**src/hdl/sbck_pkg.sv**
```systemverilog
`timescale 1ns / 1ps

package sbck_pkg;

   localparam int DIM_BITS_DEF   = 12;
   localparam int FRAC_BITS_DEF  = 16;
   localparam int INDEX_BITS     = 24;
   localparam int ACC_BITS       = 32;
   localparam int POS_BITS       = 16;
   localparam int SIZE_BITS      = 15;
   localparam int PIX_BITS       = 16;
   localparam int CSR_INDEX_BITS = 3;
   localparam int CSR_DATA_BITS  = 16;

   typedef enum logic [CSR_INDEX_BITS-1:0] {
      CSR_SRC_WIDTH     = 3'd0,
      CSR_SRC_HEIGHT    = 3'd1,
      CSR_SRC_ROW_PITCH = 3'd2,
      CSR_DST_WIDTH     = 3'd3,
      CSR_DST_HEIGHT    = 3'd4,
      CSR_DST_ROW_PITCH = 3'd5,
      CSR_KEY_COLOUR    = 3'd6,
      CSR_KEY_ENABLE    = 3'd7
   } csr_index_type;

   typedef enum logic {
      REQ_START = 1'b0,
      REQ_PIXEL = 1'b1
   } req_kind_type;

   typedef struct packed {
      logic                       req_type;
      logic signed [POS_BITS-1:0] dst_x;
      logic signed [POS_BITS-1:0] dst_y;
      logic [SIZE_BITS-1:0]       out_width;
      logic [SIZE_BITS-1:0]       out_height;
      logic [PIX_BITS-1:0]        pixel;
   } req_word_type;

   typedef struct packed {
      logic                  fetch_valid;
      logic [INDEX_BITS-1:0] src_index;
      logic                  write_enable;
      logic [INDEX_BITS-1:0] dst_index;
      logic [PIX_BITS-1:0]   write_data;
      logic                  last;
   } rsp_word_type;

   typedef struct packed {
      logic load_start;
      logic clip;
      logic div_start;
      logic div_sel_y;
      logic store_step_x;
      logic store_step_y;
      logic mul_x;
      logic mul_y;
      logic row_base;
      logic pixel;
      logic load_rsp;
   } dp_cmd_type;

   typedef struct packed {
      logic empty;
      logic div_done;
      logic pend_last;
   } dp_status_type;

endpackage

```
**src/hdl/sbck_div.sv**
```systemverilog
`timescale 1ns / 1ps

module sbck_div #(
   parameter int DIM_BITS  = sbck_pkg::DIM_BITS_DEF,
   parameter int FRAC_BITS = sbck_pkg::FRAC_BITS_DEF
) (
   input  logic                                 clock,
   input  logic                                 reset,
   input  logic                                 start,
   input  logic [DIM_BITS-1:0]                  dim,
   input  logic [sbck_pkg::SIZE_BITS-1:0]       divisor,
   output logic                                 done,
   output logic [DIM_BITS+FRAC_BITS-1:0]        quotient
);
   import sbck_pkg::*;

   localparam int Q_BITS   = DIM_BITS + FRAC_BITS;
   localparam int CNT_BITS = $clog2(Q_BITS + 1);

   logic [Q_BITS-1:0]    num_ff;
   logic [SIZE_BITS-1:0] rem_ff;
   logic [SIZE_BITS-1:0] rem_in;
   logic [SIZE_BITS-1:0] divisor_ff;
   logic [CNT_BITS-1:0]  count_ff;
   logic                 busy_ff;
   logic                 done_ff;
   logic [SIZE_BITS:0]   trial;
   logic                 fits;

   // restoring division, one quotient bit per cycle shifted into num_ff
   always_comb begin
      trial  = {rem_ff, num_ff[Q_BITS-1]};
      fits   = trial >= {1'b0, divisor_ff};
      rem_in = fits ? SIZE_BITS'(trial - {1'b0, divisor_ff}) : SIZE_BITS'(trial);
   end

   always_ff @(posedge clock) begin
      if (reset) begin
         busy_ff  <= 1'b0;
         done_ff  <= 1'b0;
         count_ff <= '0;
      end else begin
         done_ff <= 1'b0;
         if (start) begin
            num_ff     <= {dim, {FRAC_BITS{1'b0}}};
            rem_ff     <= '0;
            divisor_ff <= divisor;
            count_ff   <= CNT_BITS'(Q_BITS);
            busy_ff    <= 1'b1;
         end else if (busy_ff) begin
            num_ff   <= {num_ff[Q_BITS-2:0], fits};
            rem_ff   <= rem_in;
            count_ff <= count_ff - 1'b1;
            if (count_ff == CNT_BITS'(1)) begin
               busy_ff <= 1'b0;
               done_ff <= 1'b1;
            end
         end
      end
   end

   assign done     = done_ff;
   assign quotient = num_ff;

endmodule

```
**src/hdl/sbck_dp.sv**
```systemverilog
`timescale 1ns / 1ps

module sbck_dp #(
   parameter int DIM_BITS  = sbck_pkg::DIM_BITS_DEF,
   parameter int FRAC_BITS = sbck_pkg::FRAC_BITS_DEF
) (
   input  logic                                clock,
   input  logic                                reset,
   input  logic                                csr_valid,
   input  logic [sbck_pkg::CSR_INDEX_BITS-1:0] csr_index,
   input  logic [sbck_pkg::CSR_DATA_BITS-1:0]  csr_data,
   input  sbck_pkg::req_word_type              req_word,
   input  sbck_pkg::dp_cmd_type                cmd,
   output sbck_pkg::dp_status_type             status,
   output sbck_pkg::rsp_word_type              rsp_word
);
   import sbck_pkg::*;

   localparam int Q_BITS    = DIM_BITS + FRAC_BITS;
   localparam int ROW_BITS  = ACC_BITS - FRAC_BITS;
   localparam int SPAN_BITS = POS_BITS + 2;

   typedef struct packed {
      logic                empty;
      logic [DIM_BITS-1:0] len;
      logic [DIM_BITS-1:0] origin;
      logic [POS_BITS-1:0] skip;
   } axis_type;

   // clip one axis: negative position eats into the run, far edge cuts it
   function automatic axis_type clip_axis(input logic [POS_BITS-1:0]  pos,
                                          input logic [SIZE_BITS-1:0] size,
                                          input logic [DIM_BITS-1:0]  limit);
      logic signed [SPAN_BITS-1:0] p;
      logic signed [SPAN_BITS-1:0] s;
      logic signed [SPAN_BITS-1:0] lim;
      logic signed [SPAN_BITS-1:0] run;
      logic signed [SPAN_BITS-1:0] org;
      logic                        neg;
      axis_type                    r;
      neg = pos[POS_BITS-1];
      p   = SPAN_BITS'(signed'(pos));
      s   = SPAN_BITS'(size);
      lim = SPAN_BITS'(limit);
      run = neg ? s + p : s;
      org = neg ? '0 : p;
      if (run + org >= lim) begin
         run = lim - org;
      end
      r.empty  = run[SPAN_BITS-1] || (run == '0);
      r.len    = DIM_BITS'(run);
      r.origin = DIM_BITS'(org);
      r.skip   = neg ? (~pos + 1'b1) : '0;
      return r;
   endfunction

   logic [DIM_BITS-1:0]    src_width_ff;
   logic [DIM_BITS-1:0]    src_height_ff;
   logic [DIM_BITS-1:0]    src_row_pitch_ff;
   logic [DIM_BITS-1:0]    dst_width_ff;
   logic [DIM_BITS-1:0]    dst_height_ff;
   logic [DIM_BITS-1:0]    dst_row_pitch_ff;
   logic [PIX_BITS-1:0]    key_colour_ff;
   logic                   key_enable_ff;

   req_word_type           start_ff;
   logic [Q_BITS-1:0]      step_x_ff;
   logic [Q_BITS-1:0]      step_y_ff;
   logic [POS_BITS-1:0]    skip_x_ff;
   logic [POS_BITS-1:0]    skip_y_ff;
   logic [DIM_BITS-1:0]    clip_w_ff;
   logic [DIM_BITS-1:0]    clip_h_ff;
   logic [DIM_BITS-1:0]    origin_x_ff;
   logic [DIM_BITS-1:0]    origin_y_ff;
   logic [DIM_BITS-1:0]    col_ff;
   logic [DIM_BITS-1:0]    row_ff;
   logic [ACC_BITS-1:0]    acc_x_ff;
   logic [ACC_BITS-1:0]    acc_y_ff;
   logic [ACC_BITS-1:0]    start_x_ff;
   logic [INDEX_BITS-1:0]  row_base_ff;
   logic                   pend_we_ff;
   logic [INDEX_BITS-1:0]  pend_di_ff;
   logic [PIX_BITS-1:0]    pend_pix_ff;
   logic                   pend_last_ff;
   rsp_word_type           rsp_ff;

   axis_type               ax_x;
   axis_type               ax_y;
   logic                   div_done;
   logic [Q_BITS-1:0]      div_quot;
   logic [DIM_BITS-1:0]    div_dim;
   logic [SIZE_BITS-1:0]   div_divisor;

   logic [DIM_BITS-1:0]    col_step;
   logic                   wrap;
   logic [DIM_BITS-1:0]    col_in;
   logic [DIM_BITS-1:0]    row_in;
   logic [ACC_BITS-1:0]    acc_x_in;
   logic [ACC_BITS-1:0]    acc_y_in;
   logic [INDEX_BITS-1:0]  row_base_in;
   logic                   last_in;
   logic [INDEX_BITS-1:0]  di_in;
   logic                   we_in;

   logic [POS_BITS+Q_BITS-1:0]   skip_prod;
   logic [2*DIM_BITS-1:0]        base_prod;
   logic [ROW_BITS+DIM_BITS-1:0] row_prod;
   logic [INDEX_BITS-1:0]        src_idx;

   always_ff @(posedge clock) begin
      if (reset) begin
         src_width_ff     <= DIM_BITS'(1);
         src_height_ff    <= DIM_BITS'(1);
         src_row_pitch_ff <= DIM_BITS'(1);
         dst_width_ff     <= DIM_BITS'(1);
         dst_height_ff    <= DIM_BITS'(1);
         dst_row_pitch_ff <= DIM_BITS'(1);
         key_colour_ff    <= '0;
         key_enable_ff    <= 1'b0;
      end else if (csr_valid) begin
         unique case (csr_index)
            CSR_SRC_WIDTH:     src_width_ff     <= csr_data[DIM_BITS-1:0];
            CSR_SRC_HEIGHT:    src_height_ff    <= csr_data[DIM_BITS-1:0];
            CSR_SRC_ROW_PITCH: src_row_pitch_ff <= csr_data[DIM_BITS-1:0];
            CSR_DST_WIDTH:     dst_width_ff     <= csr_data[DIM_BITS-1:0];
            CSR_DST_HEIGHT:    dst_height_ff    <= csr_data[DIM_BITS-1:0];
            CSR_DST_ROW_PITCH: dst_row_pitch_ff <= csr_data[DIM_BITS-1:0];
            CSR_KEY_COLOUR:    key_colour_ff    <= csr_data[PIX_BITS-1:0];
            CSR_KEY_ENABLE:    key_enable_ff    <= csr_data[0];
         endcase
      end
   end

   assign ax_x = clip_axis(start_ff.dst_x, start_ff.out_width, dst_width_ff);
   assign ax_y = clip_axis(start_ff.dst_y, start_ff.out_height, dst_height_ff);

   assign div_dim     = cmd.div_sel_y ? src_height_ff : src_width_ff;
   assign div_divisor = cmd.div_sel_y ? start_ff.out_height : start_ff.out_width;

   sbck_div #(
      .DIM_BITS  (DIM_BITS),
      .FRAC_BITS (FRAC_BITS)
   ) u_div (
      .clock    (clock),
      .reset    (reset),
      .start    (cmd.div_start),
      .dim      (div_dim),
      .divisor  (div_divisor),
      .done     (div_done),
      .quotient (div_quot)
   );

   // pixel step: advance column, wrap to next row at the clipped width
   always_comb begin
      col_step    = col_ff + 1'b1;
      wrap        = col_step >= clip_w_ff;
      col_in      = wrap ? '0 : col_step;
      row_in      = wrap ? row_ff + 1'b1 : row_ff;
      acc_x_in    = wrap ? start_x_ff : acc_x_ff + ACC_BITS'(step_x_ff);
      acc_y_in    = wrap ? acc_y_ff + ACC_BITS'(step_y_ff) : acc_y_ff;
      row_base_in = wrap ? row_base_ff + INDEX_BITS'(dst_row_pitch_ff) : row_base_ff;
      last_in     = row_in >= clip_h_ff;
      di_in       = row_base_ff + INDEX_BITS'(origin_x_ff) + INDEX_BITS'(col_ff);
      we_in       = !(key_enable_ff && (req_word.pixel == key_colour_ff));
   end

   always_comb begin
      skip_prod = (cmd.mul_y ? skip_y_ff : skip_x_ff) * (cmd.mul_y ? step_y_ff : step_x_ff);
      base_prod = origin_y_ff * dst_row_pitch_ff;
      row_prod  = acc_y_ff[ACC_BITS-1:FRAC_BITS] * src_row_pitch_ff;
      src_idx   = INDEX_BITS'(row_prod) + INDEX_BITS'(acc_x_ff[ACC_BITS-1:FRAC_BITS]);
   end

   always_ff @(posedge clock) begin
      if (cmd.load_start) begin
         start_ff <= req_word;
      end
      if (cmd.clip) begin
         clip_w_ff    <= ax_x.len;
         clip_h_ff    <= ax_y.len;
         origin_x_ff  <= ax_x.origin;
         origin_y_ff  <= ax_y.origin;
         skip_x_ff    <= ax_x.skip;
         skip_y_ff    <= ax_y.skip;
         col_ff       <= '0;
         row_ff       <= '0;
         pend_we_ff   <= 1'b0;
         pend_di_ff   <= '0;
         pend_pix_ff  <= '0;
         pend_last_ff <= ax_x.empty | ax_y.empty;
      end
      if (cmd.store_step_x) begin
         step_x_ff <= div_quot;
      end
      if (cmd.store_step_y) begin
         step_y_ff <= div_quot;
      end
      if (cmd.mul_x) begin
         start_x_ff <= ACC_BITS'(skip_prod);
         acc_x_ff   <= ACC_BITS'(skip_prod);
      end
      if (cmd.mul_y) begin
         acc_y_ff <= ACC_BITS'(skip_prod);
      end
      if (cmd.row_base) begin
         row_base_ff <= INDEX_BITS'(base_prod);
      end
      if (cmd.pixel) begin
         col_ff       <= col_in;
         row_ff       <= row_in;
         acc_x_ff     <= acc_x_in;
         acc_y_ff     <= acc_y_in;
         row_base_ff  <= row_base_in;
         pend_we_ff   <= we_in;
         pend_di_ff   <= di_in;
         pend_pix_ff  <= req_word.pixel;
         pend_last_ff <= last_in;
      end
      if (cmd.load_rsp) begin
         rsp_ff.fetch_valid  <= !pend_last_ff;
         rsp_ff.src_index    <= pend_last_ff ? '0 : src_idx;
         rsp_ff.write_enable <= pend_we_ff;
         rsp_ff.dst_index    <= pend_di_ff;
         rsp_ff.write_data   <= pend_pix_ff;
         rsp_ff.last         <= pend_last_ff;
      end
   end

   assign status.empty     = ax_x.empty | ax_y.empty;
   assign status.div_done  = div_done;
   assign status.pend_last = pend_last_ff;
   assign rsp_word         = rsp_ff;

endmodule

```
**src/hdl/sbck_ctrl.sv**
```systemverilog
`timescale 1ns / 1ps

module sbck_ctrl (
   input  logic                    clock,
   input  logic                    reset,
   input  logic                    req_valid,
   input  logic                    req_kind,
   output logic                    req_ready,
   output logic                    rsp_valid,
   input  logic                    rsp_ready,
   input  sbck_pkg::dp_status_type status,
   output sbck_pkg::dp_cmd_type    cmd
);
   import sbck_pkg::*;

   typedef enum logic [2:0] {
      S_WAIT,
      S_CLIP,
      S_DIVX,
      S_MULX,
      S_DIVY,
      S_MULY,
      S_ROWB,
      S_INDEX
   } state_type;

   state_type state_ff;
   state_type state_in;
   logic      rsp_valid_ff;
   logic      active_ff;

   always_comb begin
      cmd      = '0;
      state_in = state_ff;
      unique case (state_ff)
         S_WAIT: begin
            if (req_valid) begin
               if (req_kind == REQ_START) begin
                  cmd.load_start = 1'b1;
                  state_in       = S_CLIP;
               end else if (active_ff) begin
                  cmd.pixel = 1'b1;
                  state_in  = S_INDEX;
               end
               // pixel word with no blit running is dropped
            end
         end
         S_CLIP: begin
            cmd.clip = 1'b1;
            if (status.empty) begin
               state_in = S_INDEX;
            end else begin
               cmd.div_start = 1'b1;
               state_in      = S_DIVX;
            end
         end
         S_DIVX: begin
            if (status.div_done) begin
               cmd.store_step_x = 1'b1;
               state_in         = S_MULX;
            end
         end
         S_MULX: begin
            cmd.mul_x     = 1'b1;
            cmd.div_start = 1'b1;
            cmd.div_sel_y = 1'b1;
            state_in      = S_DIVY;
         end
         S_DIVY: begin
            cmd.div_sel_y = 1'b1;
            if (status.div_done) begin
               cmd.store_step_y = 1'b1;
               state_in         = S_MULY;
            end
         end
         S_MULY: begin
            cmd.mul_y = 1'b1;
            state_in  = S_ROWB;
         end
         S_ROWB: begin
            cmd.row_base = 1'b1;
            state_in     = S_INDEX;
         end
         S_INDEX: begin
            if (!rsp_valid_ff || rsp_ready) begin
               cmd.load_rsp = 1'b1;
               state_in     = S_WAIT;
            end
         end
      endcase
   end

   always_ff @(posedge clock) begin
      if (reset) begin
         state_ff     <= S_WAIT;
         rsp_valid_ff <= 1'b0;
         active_ff    <= 1'b0;
      end else begin
         state_ff <= state_in;
         if (cmd.load_rsp) begin
            rsp_valid_ff <= 1'b1;
            active_ff    <= !status.pend_last;
         end else if (rsp_ready) begin
            rsp_valid_ff <= 1'b0;
         end
      end
   end

   assign req_ready = (state_ff == S_WAIT);
   assign rsp_valid = rsp_valid_ff;

endmodule

```
**src/hdl/scaled_blit_color_key.sv**
```systemverilog
`timescale 1ns / 1ps

// Nearest-neighbor scaled blit with color key, 16-bit pixels.
// req_* carries start words (position, output size) and pixel words (fetched
// source pixel). rsp_* returns one word per start and per pixel of a running
// blit: next source index to fetch, destination write, last flag. csr_*
// writes the eight setup registers and is always ready.
// Start: steps come from a shared 1-bit-per-cycle divider run twice, once for
// x and once for y, before the response is loaded. A start that clips to
// nothing skips the divider and goes from the clip state straight to the response.
// Pixel: the word is taken in the wait state; the response register loads in
// the index state once the output register is free, and the source index
// multiply sits in that state. No new word is taken until that load.
// A pixel word while no blit runs is taken and dropped.
// A start while a blit runs abandons it.
// If rsp_ready is low the finished word holds in the output register; the
// next word is still accepted, and its response waits until the register
// frees. Reset (synchronous) idles the engine and restores register defaults.
module scaled_blit_color_key #(
   parameter int DIM_BITS  = sbck_pkg::DIM_BITS_DEF,
   parameter int FRAC_BITS = sbck_pkg::FRAC_BITS_DEF
) (
   input  logic                                clock,
   input  logic                                reset,
   input  logic                                req_valid,
   output logic                                req_ready,
   input  sbck_pkg::req_word_type              req_word,
   output logic                                rsp_valid,
   input  logic                                rsp_ready,
   output sbck_pkg::rsp_word_type              rsp_word,
   input  logic                                csr_valid,
   output logic                                csr_ready,
   input  logic [sbck_pkg::CSR_INDEX_BITS-1:0] csr_index,
   input  logic [sbck_pkg::CSR_DATA_BITS-1:0]  csr_data
);
   import sbck_pkg::*;

   dp_cmd_type    cmd;
   dp_status_type status;

   assign csr_ready = 1'b1;

   sbck_ctrl u_ctrl (
      .clock     (clock),
      .reset     (reset),
      .req_valid (req_valid),
      .req_kind  (req_word.req_type),
      .req_ready (req_ready),
      .rsp_valid (rsp_valid),
      .rsp_ready (rsp_ready),
      .status    (status),
      .cmd       (cmd)
   );

   sbck_dp #(
      .DIM_BITS  (DIM_BITS),
      .FRAC_BITS (FRAC_BITS)
   ) u_dp (
      .clock     (clock),
      .reset     (reset),
      .csr_valid (csr_valid),
      .csr_index (csr_index),
      .csr_data  (csr_data),
      .req_word  (req_word),
      .cmd       (cmd),
      .status    (status),
      .rsp_word  (rsp_word)
   );

endmodule

```
**config.mk**
```make
export PLATFORM = sky130hd
export DESIGN_NAME = scaled_blit_color_key
export DESIGN_NICKNAME = d
export VERILOG_FILES = /design/src/hdl/sbck_pkg.sv /design/src/hdl/sbck_div.sv /design/src/hdl/sbck_dp.sv /design/src/hdl/sbck_ctrl.sv /design/src/hdl/scaled_blit_color_key.sv
export SDC_FILE = /design/constraint.sdc
export NUM_CORES = 2
export LEC_CHECK = 0
export BUFFER_PORTS_ARGS = -buffer_cell sky130_fd_sc_hd__buf_2
export CAP_MARGIN = 25
export CORE_MARGIN = 3
export CORE_UTILIZATION = 31
export DETAILED_ROUTE_END_ITERATION = 10
export SETUP_SLACK_MARGIN = 0.1
export SYNTH_ARGS = -nofsm -noshare
export SYNTH_HDL_FRONTEND = slang
export SYNTH_SLANG_ARGS = --single-unit
```
**constraint.sdc**
```tcl
create_clock -name clock -period 14.5 [get_ports clock]
set_input_delay 2.9 -clock clock [delete_from_list [all_inputs] [get_ports clock]]
set_output_delay 2.9 -clock clock [all_outputs]
set_load 0.01 [all_outputs]
```
==> results.cfg <==
[worst_setup_path]
slowest_delay_ps = 670
path_common_cell = fa_1
critical_path_required_ps = 14970
criticalPathCategory = reg2reg
ff2ff_setup_slack_ps = 5480
slowest_stage = mux2_2
cp-start-kind = register
cp_max_fo = 47
end_kind = register
cp.arrival_ps = 9490

[layout]
layout.nets = 7022
multiInputGateArea_mm2 = 0.0355
fillCellCount = 18200
layout.cells.most_common = nand2_1
instances_no_fill = 8335
layout_common_cells = nand2_1 (863), inv_1 (757), fa_1 (572)
drive_gt1_share_pct = 7.45
seq_area_mm2 = 0.0173
area_growth_pct = 10.2

[floorplanning]
die_w_um = 432
fp-row-count = 155
pin_count = 173
start_util_pct = 31.4
die-height_um = 432
coreArea_mm2 = 0.180
die-area_mm2 = 0.187

[synth]
synthArstFlopShare_pct = 0
synth_nets = 6956
synth_flop_cell = edfxtp_1
synth_area_mm2 = 0.0564
synth_seq_cells = 610
ys.warnings.count = 0
ys_types = 90
syn_avg_cell_area_um2 = 9.62
syn_inst = 5857
synth_edf_count = 509
ys_seq_area_share_pct = 30.7

[clocking]
cts_hold_buf = 0
ctsResizeCount = 0
htreeDepth = 3
cts_tree = done
cts_max_path_buffers = 3
clkLatencyLatePin_ps = 660
post-cts-setup-buffers = 0
cts_sinks = 610
path_clk_slew_ps = 60
cts_inserted_buffers = 70
cts-root-buf = clkbuf_16

[sta]
tightest_slew_ps = 1010
skew_ps = 34.3
fin_hold_ws_ps = 417
fmax_ghz = 0.111
finalHoldViolCount = 0
tns_ps = 0
grt_setup_unrepaired = false
setup_viol = 0
fin_crit_ps = 9020
period_share_pct = 62.2
maxSlewHeadroom_pct = 32.5
drv_slew = 0

[detailed_routing]
drtPass1Iterations = 9
drtIter0Drc = 3755
num_vias = 42500
drt.antenna.violating_nets = 0
wl_per_cell_um = 19.5
routed_wl_um = 163000
viasPerCell = 5.10
drc = 0

[flow_run]
cap_violations = 0

[global_route]
grt_pass1_vias = 42400
grt_first_pass_wirelength_um = 250000
grt_max_degree = 82
grt_usage_pct = 17.2
grt_overflow = 0
antenna_found_initial = 16

[placed_design]
dpl.hpwl_um = 129000
place_inst = 8203
gp_congestion = 0.945
port_buffers = 171

[run_status]
status = finished clean

[worst_hold_path]
hold_path.class = reg2reg
==> cells by family (layout without fill, tap and decap cells) <==
| family | count (synthesis) | in the layout | share of synthesized area [%] |
|---|---|---|---|
| adders and majority gates | 996 | 996 | 29.7 |
| muxes | 162 | 162 | 3.03 |
| other | 1 | 4 | 0.00665 |
| AOI/OAI and AO/OA | 887 | 887 | 9.92 |
| xor gates and xnor gates | 288 | 288 | 4.47 |
| DFF | 610 | 610 | 30.7 |
| and+or+nand+nor | 1928 | 1928 | 15.5 |
| buffers and inverters | 985 | 1105 | 6.61 |
==> cells in the mapped netlist (all sizes together), types with 56 or more instances <==
cell type,count,area share (%)
nand2,863,5.7
mux2i,92,1.6
nand3,72,0.64
nand2b,56,0.62
clkbuf,198,1.3
a21oi,311,2.8
dfxtp,101,3.6
o21ai,187,1.7
nor2,434,2.9
ha,424,9.4
and2,159,1.8
inv,757,5.0
fa,572,20
edfxtp,509,27
xnor2,181,2.8
xor2,107,1.7
mux2,70,1.4
a21o,68,0.91
nor3,80,0.71
nor2b,61,0.68
==> stage by stage <==
stage / cell area (µm²) / worst slack (ps) / util, %
finish: 62100 / 5480 / 34.6
detailed placement: 59800 / 5600 / 33.3
CTS: 62100 / 5600 / 34.6
global placement: 59800 / 5720 / 33.3
global route: 62100 / 5060 / 34.6
floorplan: 56400 / 6230 / -
==> metal layers <==
layer | vias up | wire length [µm] | track usage, %
met5 | - | 0 | 0
met4 | 0 | 4800 | 4.84
met3 | 245 | 10700 | 2.44
met2 | 1415 | 75700 | 28.3
met1 | 21100 | 71500 | 23.5
li1 | 19700 | - | -
==> worst max-delay path: cells and delay by family (launching register included) <==
| family | cells | cell delay [ps] |
|---|---|---|
| adders and majority gates | 7 | 3310 |
| AOI/OAI and AO/OA | 7 | 1790 |
| and+or+nand+nor | 4 | 1390 |
| buffers and inverters | 7 | 1310 |
| muxes | 1 | 670 |
| DFF | 1 | 340 |
==> flip-flops by register name, indices dropped and copies added, names as in the netlist, 24 cells and up <==
name / cells
u_dp.row_base_ff: 24
u_dp.start_ff: 62
u_dp.acc_x_ff: 32
u_dp.rsp_word: 67
u_dp.u_div.quotient: 28
u_dp.acc_y_ff: 32
u_dp.pend_di_ff: 24
u_dp.step_y_ff: 28
u_dp.step_x_ff: 28
u_dp.start_x_ff: 32
==> worst paths after layout <==
kind | startpoint | to | cells past startpoint
setup / recovery | u_ctrl.state_ff[1] | u_dp.acc_x_ff[28] | 26
setup reg to reg | u_ctrl.state_ff[1] | u_dp.acc_x_ff[28] | 26
hold reg to reg | u_dp.pend_di_ff[10] | u_dp.rsp_word[27] | 0
hold / removal | u_dp.pend_di_ff[10] | u_dp.rsp_word[27] | 0
==> cell type report <==
type                    instances  share of cell area (%)
multi-input cells            4262                    57.1
flip-flops and latches        610                    27.9
well taps                    2355                    4.74
inverters                     759                    4.58
clock buffers                  86                    3.00
repair buffers                220                    2.03
clock inverters                40                   0.691
diodes                          3                  0.0121
Power is not shown: default switching activity piles up to over one toggle a cycle in this logic, so the estimate is an artifact.
